$ cat config.mk
export PLATFORM = sky130hd
export DESIGN_NAME = calibrated_median_sensor_filter
export DESIGN_NICKNAME = d
export VERILOG_FILES = /design/src/sv/cmsf_pkg.sv /design/src/sv/cmsf_front.sv /design/src/sv/cmsf_queue.sv /design/src/sv/cmsf_back.sv /design/src/sv/calibrated_median_sensor_filter.sv
export SDC_FILE = /design/constraint.sdc
export NUM_CORES = 2
export LEC_CHECK = 0
export BUFFER_PORTS_ARGS = -buffer_cell sky130_fd_sc_hd__buf_2
export CAP_MARGIN = 20
export CORE_AREA = 5 5 253 255
export DETAILED_ROUTE_END_ITERATION = 6
export DIE_AREA = 0 0 258 260
export HOLD_SLACK_MARGIN = 0.15
export PLACE_DENSITY = 0.82
export SLEW_MARGIN = 20
export SYNTH_ARGS = -nofsm -noshare
export SYNTH_HDL_FRONTEND = slang
export SYNTH_SLANG_ARGS = --single-unit
$ cat constraint.sdc
create_clock -name clk -period 9.05 [get_ports clk]
set_input_delay 1.81 -clock clk [delete_from_list [all_inputs] [get_ports clk]]
set_output_delay 1.81 -clock clk [all_outputs]
set_load 0.02 [all_outputs]
$ cat src/sv/cmsf_pkg.sv
// Package for the calibrated median sensor filter.
// Holds the field widths, register indexes and reset values, the config struct
// and the back-end state type. No dependencies.
package cmsf_pkg;

  localparam int CODE_W      = 10;   // converter code width
  localparam int DATA_W      = 32;   // Q16.16 value width
  localparam int S_TDATA_W   = 16;   // raw_code padded to whole bytes
  localparam int M_TDATA_W   = 32;   // median_value
  localparam int CFG_INDEX_W = 3;
  localparam int PROD_W      = CODE_W + 1 + DATA_W;  // signed code * gain
  localparam int SUM_W       = PROD_W + 1;           // product + offset

  localparam int WINDOW_DEF      = 5;
  localparam int QUEUE_DEPTH_DEF = 4;

  // Register indexes on the config port
  localparam logic [CFG_INDEX_W-1:0] REG_GAIN       = 3'd0;
  localparam logic [CFG_INDEX_W-1:0] REG_OFFSET     = 3'd1;
  localparam logic [CFG_INDEX_W-1:0] REG_LOW_THRESH = 3'd2;
  localparam logic [CFG_INDEX_W-1:0] REG_HIGH_LIMIT = 3'd3;
  localparam logic [CFG_INDEX_W-1:0] REG_RANGE_MODE = 3'd4;

  // Reset values (Q16.16)
  localparam logic signed [DATA_W-1:0] GAIN_RST       = 32'sd320;
  localparam logic signed [DATA_W-1:0] OFFSET_RST     = 32'sd0;
  localparam logic signed [DATA_W-1:0] LOW_THRESH_RST = 32'sd6554;
  localparam logic signed [DATA_W-1:0] HIGH_LIMIT_RST = 32'sd917504;

  localparam logic signed [DATA_W-1:0] SAT_MAX = 32'sh7FFF_FFFF;
  localparam logic signed [DATA_W-1:0] SAT_MIN = 32'sh8000_0000;

  typedef struct packed {
    logic signed [DATA_W-1:0] gain;
    logic signed [DATA_W-1:0] offset;
    logic signed [DATA_W-1:0] low_threshold;
    logic signed [DATA_W-1:0] high_limit;
    logic                     range_mode;
  } cfg_t;

  typedef enum logic [1:0] {
    S_FILL,   // collecting calibrated values into the window
    S_SORT,   // odd-even transposition passes over the window
    S_DONE    // window sorted, waiting for the output register
  } back_state_t;

endpackage

$ cat src/sv/cmsf_front.sv
// Front end: accepts raw converter codes and calibrates them.
// Two stages: multiply by gain, then add offset, saturate and threshold.
// Depends on cmsf_pkg.
module cmsf_front import cmsf_pkg::*; (
  input  logic                     clk,
  input  logic                     rst,
  input  cfg_t                     cfg,
  input  logic                     in_valid,
  output logic                     in_ready,
  input  logic [CODE_W-1:0]        raw_code,
  output logic                     out_valid,
  input  logic                     out_ready,
  output logic signed [DATA_W-1:0] out_data
);

  logic                     v1;
  logic signed [PROD_W-1:0] prod;
  logic signed [PROD_W-1:0] prod_next;
  logic                     v2;
  logic signed [DATA_W-1:0] cal;
  logic signed [DATA_W-1:0] cal_next;
  logic signed [SUM_W-1:0]  sum;
  logic signed [DATA_W-1:0] sat;
  logic                     adv1;
  logic                     adv2;

  assign adv2     = !v2 || out_ready;
  assign adv1     = !v1 || adv2;
  assign in_ready = adv1;

  assign prod_next = $signed({1'b0, raw_code}) * cfg.gain;

  always_comb begin
    sum = SUM_W'(prod) + SUM_W'(cfg.offset);
    if (sum > SUM_W'(SAT_MAX)) begin
      sat = SAT_MAX;
    end else if (sum < SUM_W'(SAT_MIN)) begin
      sat = SAT_MIN;
    end else begin
      sat = sum[DATA_W-1:0];
    end
    cal_next = sat;
    if (sat < cfg.low_threshold) begin
      cal_next = '0;
    end
    if (cfg.range_mode && (sat > cfg.high_limit)) begin
      cal_next = '0;
    end
  end

  always_ff @(posedge clk) begin
    if (rst) begin
      v1 <= 1'b0;
      v2 <= 1'b0;
    end else begin
      if (adv1) begin
        v1 <= in_valid;
      end
      if (adv2) begin
        v2 <= v1;
      end
    end
  end

  always_ff @(posedge clk) begin
    if (adv1 && in_valid) begin
      prod <= prod_next;
    end
    if (adv2 && v1) begin
      cal <= cal_next;
    end
  end

  assign out_valid = v2;
  assign out_data  = cal;

endmodule

$ cat src/sv/cmsf_queue.sv
// Small register FIFO between the calibration front end and the median back end.
// Depends on cmsf_pkg.
module cmsf_queue import cmsf_pkg::*; #(
  parameter int DEPTH = QUEUE_DEPTH_DEF   // 2 or more
) (
  input  logic                     clk,
  input  logic                     rst,
  input  logic                     in_valid,
  output logic                     in_ready,
  input  logic signed [DATA_W-1:0] in_data,
  output logic                     out_valid,
  input  logic                     out_ready,
  output logic signed [DATA_W-1:0] out_data
);

  localparam int PTR_W = $clog2(DEPTH);
  localparam int CNT_W = $clog2(DEPTH + 1);
  localparam logic [PTR_W-1:0] PTR_LAST = PTR_W'(DEPTH - 1);
  localparam logic [CNT_W-1:0] CNT_FULL = CNT_W'(DEPTH);

  logic signed [DATA_W-1:0] mem [DEPTH];
  logic [PTR_W-1:0]         wr_ptr;
  logic [PTR_W-1:0]         rd_ptr;
  logic [CNT_W-1:0]         count;
  logic                     wr;
  logic                     rd;

  assign in_ready  = (count != CNT_FULL);
  assign out_valid = (count != '0);
  assign out_data  = mem[rd_ptr];
  assign wr        = in_valid && in_ready;
  assign rd        = out_valid && out_ready;

  always_ff @(posedge clk) begin
    if (rst) begin
      wr_ptr <= '0;
      rd_ptr <= '0;
      count  <= '0;
    end else begin
      if (wr) begin
        wr_ptr <= (wr_ptr == PTR_LAST) ? '0 : wr_ptr + 1'b1;
      end
      if (rd) begin
        rd_ptr <= (rd_ptr == PTR_LAST) ? '0 : rd_ptr + 1'b1;
      end
      if (wr && !rd) begin
        count <= count + 1'b1;
      end else if (rd && !wr) begin
        count <= count - 1'b1;
      end
    end
  end

  always_ff @(posedge clk) begin
    if (wr) begin
      mem[wr_ptr] <= in_data;
    end
  end

  a_count_bound: assert property (@(posedge clk) disable iff (rst)
    count <= CNT_FULL)
    else $error("queue count beyond depth");

endmodule

$ cat src/sv/cmsf_back.sv
// Back end: collects calibrated values into a window, sorts it with
// odd-even transposition passes and loads the median into the output register.
// Depends on cmsf_pkg.
module cmsf_back import cmsf_pkg::*; #(
  parameter int WINDOW = WINDOW_DEF   // 1..16
) (
  input  logic                     clk,
  input  logic                     rst,
  input  logic                     in_valid,
  output logic                     in_ready,
  input  logic signed [DATA_W-1:0] in_data,
  output logic                     m_valid,
  input  logic                     m_ready,
  output logic signed [DATA_W-1:0] m_data
);

  localparam int CNT_W = (WINDOW > 1) ? $clog2(WINDOW) : 1;
  localparam logic [CNT_W-1:0] CNT_LAST = CNT_W'(WINDOW - 1);

  back_state_t state;
  back_state_t state_next;

  logic signed [DATA_W-1:0] win    [WINDOW];
  logic signed [DATA_W-1:0] sorted [WINDOW];
  logic signed [DATA_W-1:0] med;
  logic [CNT_W-1:0]         cnt;
  logic                     take;
  logic                     sort_en;
  logic                     load_out;

  // next state
  always_comb begin
    state_next = state;
    case (state)
      S_FILL: begin
        if (in_valid && (cnt == CNT_LAST)) begin
          state_next = S_SORT;
        end
      end
      S_SORT: begin
        if (cnt == CNT_LAST) begin
          state_next = S_DONE;
        end
      end
      S_DONE: begin
        if (!m_valid || m_ready) begin
          state_next = S_FILL;
        end
      end
      default: state_next = S_FILL;
    endcase
  end

  // control outputs
  always_comb begin
    in_ready = 1'b0;
    sort_en  = 1'b0;
    load_out = 1'b0;
    case (state)
      S_FILL:  in_ready = 1'b1;
      S_SORT:  sort_en  = 1'b1;
      S_DONE:  load_out = !m_valid || m_ready;
      default: in_ready = 1'b0;
    endcase
  end

  assign take = in_valid && in_ready;

  // one transposition pass; pair parity alternates with the pass count
  always_comb begin
    for (int k = 0; k < WINDOW; k++) begin
      sorted[k] = win[k];
    end
    for (int k = 0; k < WINDOW - 1; k++) begin
      if (((k % 2) == int'(cnt[0])) && (win[k] > win[k+1])) begin
        sorted[k]   = win[k+1];
        sorted[k+1] = win[k];
      end
    end
  end

  generate
    if (WINDOW % 2 == 1) begin : g_odd
      assign med = win[WINDOW/2];
    end else begin : g_even
      logic signed [DATA_W:0] msum;
      // floored average: arithmetic shift of the 33-bit sum
      assign msum = (DATA_W+1)'(win[WINDOW/2-1]) + (DATA_W+1)'(win[WINDOW/2]);
      assign med  = msum[DATA_W:1];
    end
  endgenerate

  always_ff @(posedge clk) begin
    if (rst) begin
      state   <= S_FILL;
      cnt     <= '0;
      m_valid <= 1'b0;
    end else begin
      state <= state_next;
      if (take || sort_en) begin
        cnt <= (cnt == CNT_LAST) ? '0 : cnt + 1'b1;
      end
      if (load_out) begin
        m_valid <= 1'b1;
      end else if (m_ready) begin
        m_valid <= 1'b0;
      end
    end
  end

  always_ff @(posedge clk) begin
    if (take) begin
      win[0] <= in_data;
      for (int k = 1; k < WINDOW; k++) begin
        win[k] <= win[k-1];
      end
    end else if (sort_en) begin
      for (int k = 0; k < WINDOW; k++) begin
        win[k] <= sorted[k];
      end
    end
    if (load_out) begin
      m_data <= med;
    end
  end

  a_fill_to_sort: assert property (@(posedge clk) disable iff (rst)
    (state == S_FILL && in_valid && cnt == CNT_LAST) |=> (state == S_SORT && cnt == '0))
    else $error("full window did not start sorting");

  a_sort_to_done: assert property (@(posedge clk) disable iff (rst)
    (state == S_SORT && cnt == CNT_LAST) |=> (state == S_DONE && cnt == '0))
    else $error("sort did not finish after WINDOW passes");

  a_result_src: assert property (@(posedge clk) disable iff (rst)
    $rose(m_valid) |-> $past(state) == S_DONE)
    else $error("result raised outside of the done state");

  a_done_holds: assert property (@(posedge clk) disable iff (rst)
    (state == S_DONE && m_valid && !m_ready) |=> state == S_DONE)
    else $error("left done state while output was blocked");

endmodule

$ cat src/sv/calibrated_median_sensor_filter.sv
// Top level of the calibrated median sensor filter.
// Holds the config registers and ties front end, queue and back end together.
// Depends on cmsf_pkg, cmsf_front, cmsf_queue, cmsf_back.
//
// Usage:
//   s_* channel: one 10-bit converter code per item. Each code is calibrated
//   as code * gain + offset (Q16.16), saturated to 32 bits and zeroed by the
//   threshold rule (floor mode: below low_threshold; range mode: outside
//   low_threshold..high_limit).
//   m_* channel: one Q16.16 median per WINDOW input items; an even window
//   gives the floored average of the two middle values.
//   cfg_*: write-only registers, written when cfg_we is high; write only
//   while the block is idle. Indexes above range_mode are ignored.
// Timing:
//   The front end is a 2-stage pipeline (multiply, then add/saturate/compare)
//   feeding a QUEUE_DEPTH-entry FIFO. The back end shifts in one value per
//   cycle while the FIFO holds data, then runs WINDOW odd-even sort passes
//   and loads the median into the output register once that is free. It
//   takes no new items while sorting or holding a result; the FIFO absorbs
//   input that arrives during a sort.
// Reset (rst, synchronous) restores register defaults, empties the pipeline,
// FIFO and window. If m_tready is low the result is held, the back end stops
// after its next sort, and s_tready drops once FIFO and front end are full.
module calibrated_median_sensor_filter import cmsf_pkg::*; #(
  parameter int WINDOW      = WINDOW_DEF,       // 1..16
  parameter int QUEUE_DEPTH = QUEUE_DEPTH_DEF   // 2 or more
) (
  input  logic                   clk,
  input  logic                   rst,
  // input stream
  input  logic                   s_tvalid,
  output logic                   s_tready,
  input  logic [S_TDATA_W-1:0]   s_tdata,     // [9:0] raw_code, [15:10] zero
  // output stream
  output logic                   m_tvalid,
  input  logic                   m_tready,
  output logic [M_TDATA_W-1:0]   m_tdata,     // [31:0] median_value
  // config write port
  input  logic                   cfg_we,
  input  logic [CFG_INDEX_W-1:0] cfg_index,
  input  logic [DATA_W-1:0]      cfg_data
);

  cfg_t                     cfg;
  logic [CODE_W-1:0]        raw_code;
  logic                     f_valid;
  logic                     f_ready;
  logic signed [DATA_W-1:0] f_data;
  logic                     q_valid;
  logic                     q_ready;
  logic signed [DATA_W-1:0] q_data;
  logic signed [DATA_W-1:0] median_value;

  assign raw_code = s_tdata[CODE_W-1:0];
  assign m_tdata  = median_value;

  always_ff @(posedge clk) begin
    if (rst) begin
      cfg.gain          <= GAIN_RST;
      cfg.offset        <= OFFSET_RST;
      cfg.low_threshold <= LOW_THRESH_RST;
      cfg.high_limit    <= HIGH_LIMIT_RST;
      cfg.range_mode    <= 1'b0;
    end else if (cfg_we) begin
      case (cfg_index)
        REG_GAIN:       cfg.gain          <= cfg_data;
        REG_OFFSET:     cfg.offset        <= cfg_data;
        REG_LOW_THRESH: cfg.low_threshold <= cfg_data;
        REG_HIGH_LIMIT: cfg.high_limit    <= cfg_data;
        REG_RANGE_MODE: cfg.range_mode    <= cfg_data[0];
        default: ;
      endcase
    end
  end

  cmsf_front u_front (
    .clk       (clk),
    .rst       (rst),
    .cfg       (cfg),
    .in_valid  (s_tvalid),
    .in_ready  (s_tready),
    .raw_code  (raw_code),
    .out_valid (f_valid),
    .out_ready (f_ready),
    .out_data  (f_data)
  );

  cmsf_queue #(
    .DEPTH (QUEUE_DEPTH)
  ) u_queue (
    .clk       (clk),
    .rst       (rst),
    .in_valid  (f_valid),
    .in_ready  (f_ready),
    .in_data   (f_data),
    .out_valid (q_valid),
    .out_ready (q_ready),
    .out_data  (q_data)
  );

  cmsf_back #(
    .WINDOW (WINDOW)
  ) u_back (
    .clk      (clk),
    .rst      (rst),
    .in_valid (q_valid),
    .in_ready (q_ready),
    .in_data  (q_data),
    .m_valid  (m_tvalid),
    .m_ready  (m_tready),
    .m_data   (median_value)
  );

endmodule

Word-level counts from Yosys, hierarchy flattened
Memories as Yosys holds them, arrays and structs flattened. A register that Yosys moved wholly into a read port is not among the register bits. Cells that the tools add are included.

Flip-flop bits (word level): 251. RAM bits: 288. Input port bits: 56. Output and inout port bits: 34. Logic and storage cells: 119. Memories: 2.

$add $sub $neg: 6. Multipliers: 1. Order comparisons: 8. Equal/unequal tests: 13. Muxes and demuxes: 34. Bitwise logic cells: 6. Reductions and logical operators: 33.

Memories: u_back.win (depth 5, width 32, read ports 5, clocked after Yosys merged registers in 0, write ports 5, RTL line cmsf_back.sv:23) `logic signed [DATA_W-1:0] win [WINDOW];`; u_queue.mem (depth 4, width 32, read ports 1, clocked after Yosys merged registers in 1, write ports 1, RTL line cmsf_queue.sv:21) `logic signed [DATA_W-1:0] mem [DEPTH];`.

Operators with widths (count): $mux W64 (4); $mux W32 (7); $gt A32 B32 Y1 (5); $add A43 B32 Y44 (1); $gt A44 B32 Y1 const B (1); $lt A44 B32 Y1 const B (1); $mul A11 B32 Y43 (1); $lt A32 B32 Y1 (1); $mux W2 (7); $logic_and A1 B1 Y1 (12); $mux W1 (12); $reduce_and A2 Y1 (5); $mux W3 (3); $add A3 B1 Y3 const B (2); $eq A2 B2 Y1 const B (3); $eq A3 B2 Y1 const B (2); $eq A3 B3 Y1 const B (2); $ne A2 B1 Y1 const B (3); $pmux W2 S3 (1); $logic_not A1 Y1 (5); $or A1 B1 Y1 (5); $add A2 B1 Y2 const B (2); $logic_or A1 B1 Y1 (4); $reduce_bool A2 Y1 (2); other kinds (10) (10).

Logic depth before layout (Yosys ltp)
Word-level depth: 7. Gate-level depth with buffers: 27. Mapped depth without buffers: 24.

By module
Synthesis repeated with hierarchy kept, for this count alone.

Cell total of the unflattened synthesis: 3742. Area, all modules: 40049.7 um2.

By module, submodules not included: cmsf_front (instances 1, cells each 2122, area an instance 18804.3 um2); cmsf_back (instances 1, cells each 933, area an instance 11005.6 um2); calibrated_median_sensor_filter (instances 1, cells each 472, area an instance 5157.4 um2); cmsf_queue (instances 1, cells each 215, area an instance 5082.4 um2).

Worst setup path before layout
Ideal clock, no wire load.

Kind: input -> register. Start: in s_tdata[4]. End: reg u_front.prod[25] (data pin). Setup time: 0.135 ns. Arrival: 7.022 ns. Setup slack: 1.893 ns. Stages on the path: 19. Path buffers: 1. Cell sequence: clkbuf_1 > nand2_1 > fa_1 > fa_1 > inv_1 > fa_1 > inv_1 > fa_1 > inv_1 > fa_1 > ha_1 > and3_1 > a311o_1 > o21ai_0 > a21oi_1 > o21a_1 > o21a_1 > or4b_2 > nand3_1.

Longest elaborated chain between the ends: 1.

Ends and longest elaborated chain: from (decl) (RTL line calibrated_median_sensor_filter.sv:33) `input logic [S_TDATA_W-1:0] s_tdata,`; $mul A11 B32 Y43 (RTL line cmsf_front.sv:31) `assign prod_next = $signed({1'b0, raw_code}) * cfg.gain;`; net u_front.prod_next[25] (RTL line cmsf_front.sv:18) `logic signed [PROD_W-1:0] prod_next;`; to (signal assigned) (RTL line cmsf_front.sv:67) `prod <= prod_next;`; to (decl) (RTL line cmsf_front.sv:17) `logic signed [PROD_W-1:0] prod;`.

The timed path passes the listed nets, and every way through them passes these cells. A chain may end at the register's enable or synchronous reset.

Worst setup path in the final report
Start: reg u_front.prod[0]. End: reg u_front.cal[3], in the netlist u_front.out_data[3] (data pin).

Longest elaborated chain between the ends: 7.

Ends and longest elaborated chain: $add A43 B32 Y44 (*) (RTL line cmsf_front.sv:34) `sum = SUM_W'(prod) + SUM_W'(cfg.offset);`; $lt A44 B32 Y1 (RTL line cmsf_front.sv:37) `end else if (sum < SUM_W'(SAT_MIN)) begin`; $mux W32 (RTL line cmsf_front.sv:37); $mux W32 (*) (RTL line cmsf_front.sv:35) `if (sum > SUM_W'(SAT_MAX)) begin`; net u_front.sat[2] (RTL line cmsf_front.sv:23) `logic signed [DATA_W-1:0] sat;`; $gt A32 B32 Y1 (RTL line cmsf_front.sv:46) `if (cfg.range_mode && (sat > cfg.high_limit)) begin`; $logic_and A1 B1 Y1 (RTL line cmsf_front.sv:46); $reduce_or A2 Y1 (no line) (*); to (signal assigned) (RTL line cmsf_front.sv:70) `cal <= cal_next;`; to (decl) (RTL line cmsf_front.sv:20) `logic signed [DATA_W-1:0] cal;`.

The timed path passes the listed nets; every way through them passes the cells marked *.

==> run metrics <==
IO Count=90; min-delay src=cfg[54]; GRT Residual Overflow=0; Comb pwr share=about a third; worst skew pair latency=around 0.64 ns; FMAX=124 MHz; skew final=0.0384 ns; ys async rst share=0%; CP Launch Point=u_front.prod[0]; Final TNS setup=0 ns; Overall Global Routing Usage=a little over a quarter; placed cells=4582; synthesized area=roughly 40000 sq um; status=completed; die width=approximately 260 microns; first-pass GRT wire length=149000 microns; hold path depth=2; vias=28.1k; crit path time final=8.08 ns; CTS tree=done; Hold Path Class=reg -> reg; DRT Pass-1 Iters=5; Commonest cells post-synth=nand2_1 (543), inv_1 (475), edfxtp_1 (395); Max H-tree Level=2; static leakage=17.9 nW; Slew HR=28.7%; syn nets=4523; CP bufs+invs=3; met3 routed wirelength=4960 microns; area grow syn2layout=7.59%; top cell type's share of synthesized area=29.9%; total routed wirelength=90600 microns; CTS Hold Bufs=0; startpoint types=flip-flop; Synth Instances=3857; layout cells sized above 1=8.31%; cell family with most CP delay=compound AO/OA/AOI/OAI gates; Final Total Pwr=0.00982 W; largest net degree at the start of global routing=between 80 and 90; MaxCap Viol Count=0; Area contributors post-synth=edfxtp_1 (30%), fa_1 (14%), ha_1 (11%); WP data arrival=8.51 ns; final slew viol count=0; initial antenna violation count=0; leading area contributor after synthesis=edfxtp_1; Worst Hold End=cfg[54]; R2R Setup Slk=0.97 ns; DRT antenna net count=0; CTS sink cnt=541; Net Sw Frac=35.3%; final worst-path cycle share=89.2%; top layer in use=met4; cts repair resizes=0; Reg-to-Reg End=u_front.out_data[3]; row count=around 90; slowest cell delay on critical path=0.53 ns; IO buf count=between 80 and 90; RR Startpoint=u_front.prod[0]; Yosys reg bits=between 500 and 600; number of library cell types mapped by synthesis=87; Post-synth EDFFs=395; part of the power in the clock network=24.8%; most common cell in the netlist=nand2_1; met2 wire length=45900 microns; R2R cell count=27; Setup CP Type=reg -> reg; Via density=6.00; nets=4516; Switch Pwr=~0.0035 W; clk root buf=clkbuf_16; total core area=61400 sq um; PD cells=230 nW/um^2; WL met1=approximately 36000 microns; Post-Syn Area per Cell=10.3 sq um; Die ar.=between 60000 and 70000 sq um; worst-path maximum fanout=30; Max VDD drop=0.000173 V; Fill cells=around 4.4k; CP required=9.48 ns; Final Non-Filler Cells=4688; ANT cells=0; Detailed Place HPWL=a little under 70000 microns; sequential share of the synthesized area=between 30 and 40%; Most used DFF post-synth=edfxtp_1; final hold viol count=0; Clock transition at path regs=around 0.060 ns; critical path's slowest cell=xor2_4; synth warn=0; die height=260 microns; vias in the first global route=29.2k; routed len/inst=19.3 microns; Int Pwr=0.00636 W; initial core utilization=between 60 and 70%; sequential fraction of design power=39.9%; RSZ-0062 raised after global routing=no; Worst-Margin Slew=1.06 ns; Placer Congestion=a little over 0.9; Setup Viol. Count Final=0; Iteration-0 DRC Markers=1852; Max clock buf depth=3; postcts setup bufs=0; drt drc=0; TritonCTS buffer count=56; crit end category=flip-flop
## placed cells by master (no fill, tap or decap), types with 43 or more instances in the layout
| master | n |
|---|---|
| fa_1 | 275 |
| a21o_1 | 111 |
| inv_1 | 475 |
| mux2i_1 | 43 |
| nand2_1 | 543 |
| nor2_1 | 116 |
| o21ai_0 | 120 |
| edfxtp_1 | 395 |
| ha_1 | 335 |
| o21a_1 | 53 |
| a21oi_1 | 246 |
| nand4_1 | 57 |
| o211ai_1 | 51 |
| and2_1 | 185 |
| buf_2 | 82 |
| clkbuf_16 | 56 |
| dfxtp_1 | 144 |
| buf_4 | 43 |
## through the flow
step | util (%) | setup WS (ns) | instance area [sq um] | hold slack, ns
2_1_floorplan | - | 1.89 | 39600 | 0.435
3_3_place_gp | 66.2 | 1.08 | 40600 | 0.442
3_5_place_dp | 66.3 | 0.872 | 40700 | 0.446
4_1_cts | 69.4 | 1.02 | 42600 | 0.455
5_1_grt | 69.4 | 0.544 | 42600 | 0.469
6_report | 69.4 | 0.975 | 42600 | 0.453
## power by group through the flow
stage	sequential (W)	combinational (W)	clock, W
2_1_floorplan	0.00376	0.00257	0
3_3_place_gp	0.00392	0.00322	0
3_5_place_dp	0.00395	0.00340	0
4_1_cts	0.00391	0.00346	0.00247
5_1_grt	0.00398	0.00389	0.00258
6_report	0.00392	0.00347	0.00243
## layout make-up
class	instances	area (sq um)	area share, %
Multi-Input combinational cell	2649	22300	52.4
Sequential cell	541	14800	34.7
Inverter	476	1790	4.19
Clock buffer	71	1500	3.51
Tap cell	790	988	2.32
Timing Repair Buffer	126	761	1.79
Clock inverter	35	455	1.07
## worst min-delay path, stage by stage, from the launching register on
cell and delay (ns):
dfxtp_1 0.31, nand2_1 0.05, a21oi_1 0.05
## how the worst max path moves through the flow
stage,endpoint,cells after the start
2_1_floorplan,u_front.prod[25],19
3_3_place_gp,u_front.prod[42],20
3_5_place_dp,u_front.prod[42],20
4_1_cts,u_front.out_data[3],27
5_1_grt,u_front.out_data[3],27
6_report,u_front.out_data[3],27
## sequential cells by signal (all words and copies together), names as in the netlist, named ones only
name,cells
u_back.win,160
u_queue.rd_ptr,2
u_back.state,2
u_front.prod,43
u_queue.count,3
u_back.m_data,32
u_queue.wr_ptr,2
cfg,129
u_front.v1,1
u_back.m_valid,1
u_front.out_data,32
u_back.cnt,3
u_queue.mem,128
u_front.out_valid,1
## cell families (layout without fill, tap and decap cells)
group	Yosys count	in the layout	synth area share, %
buf+inv	667	708	6.43
xor+xnor	74	74	1.68
mux	108	108	3.84
simple gates	1089	1089	13.1
compound gates	768	768	13.2
fa+ha+maj	610	610	24.5
flops	541	541	37.3
## per-layer routing
layer  vias to the layer above  global-route usage, %
met5                         -                      0
met2                       858                   48.9
met3                       231                   3.64
met4                         0                   11.1
met1                     13800                   33.3
li1                      13300                      -
Note: power is estimated with default switching activity, not from simulation.
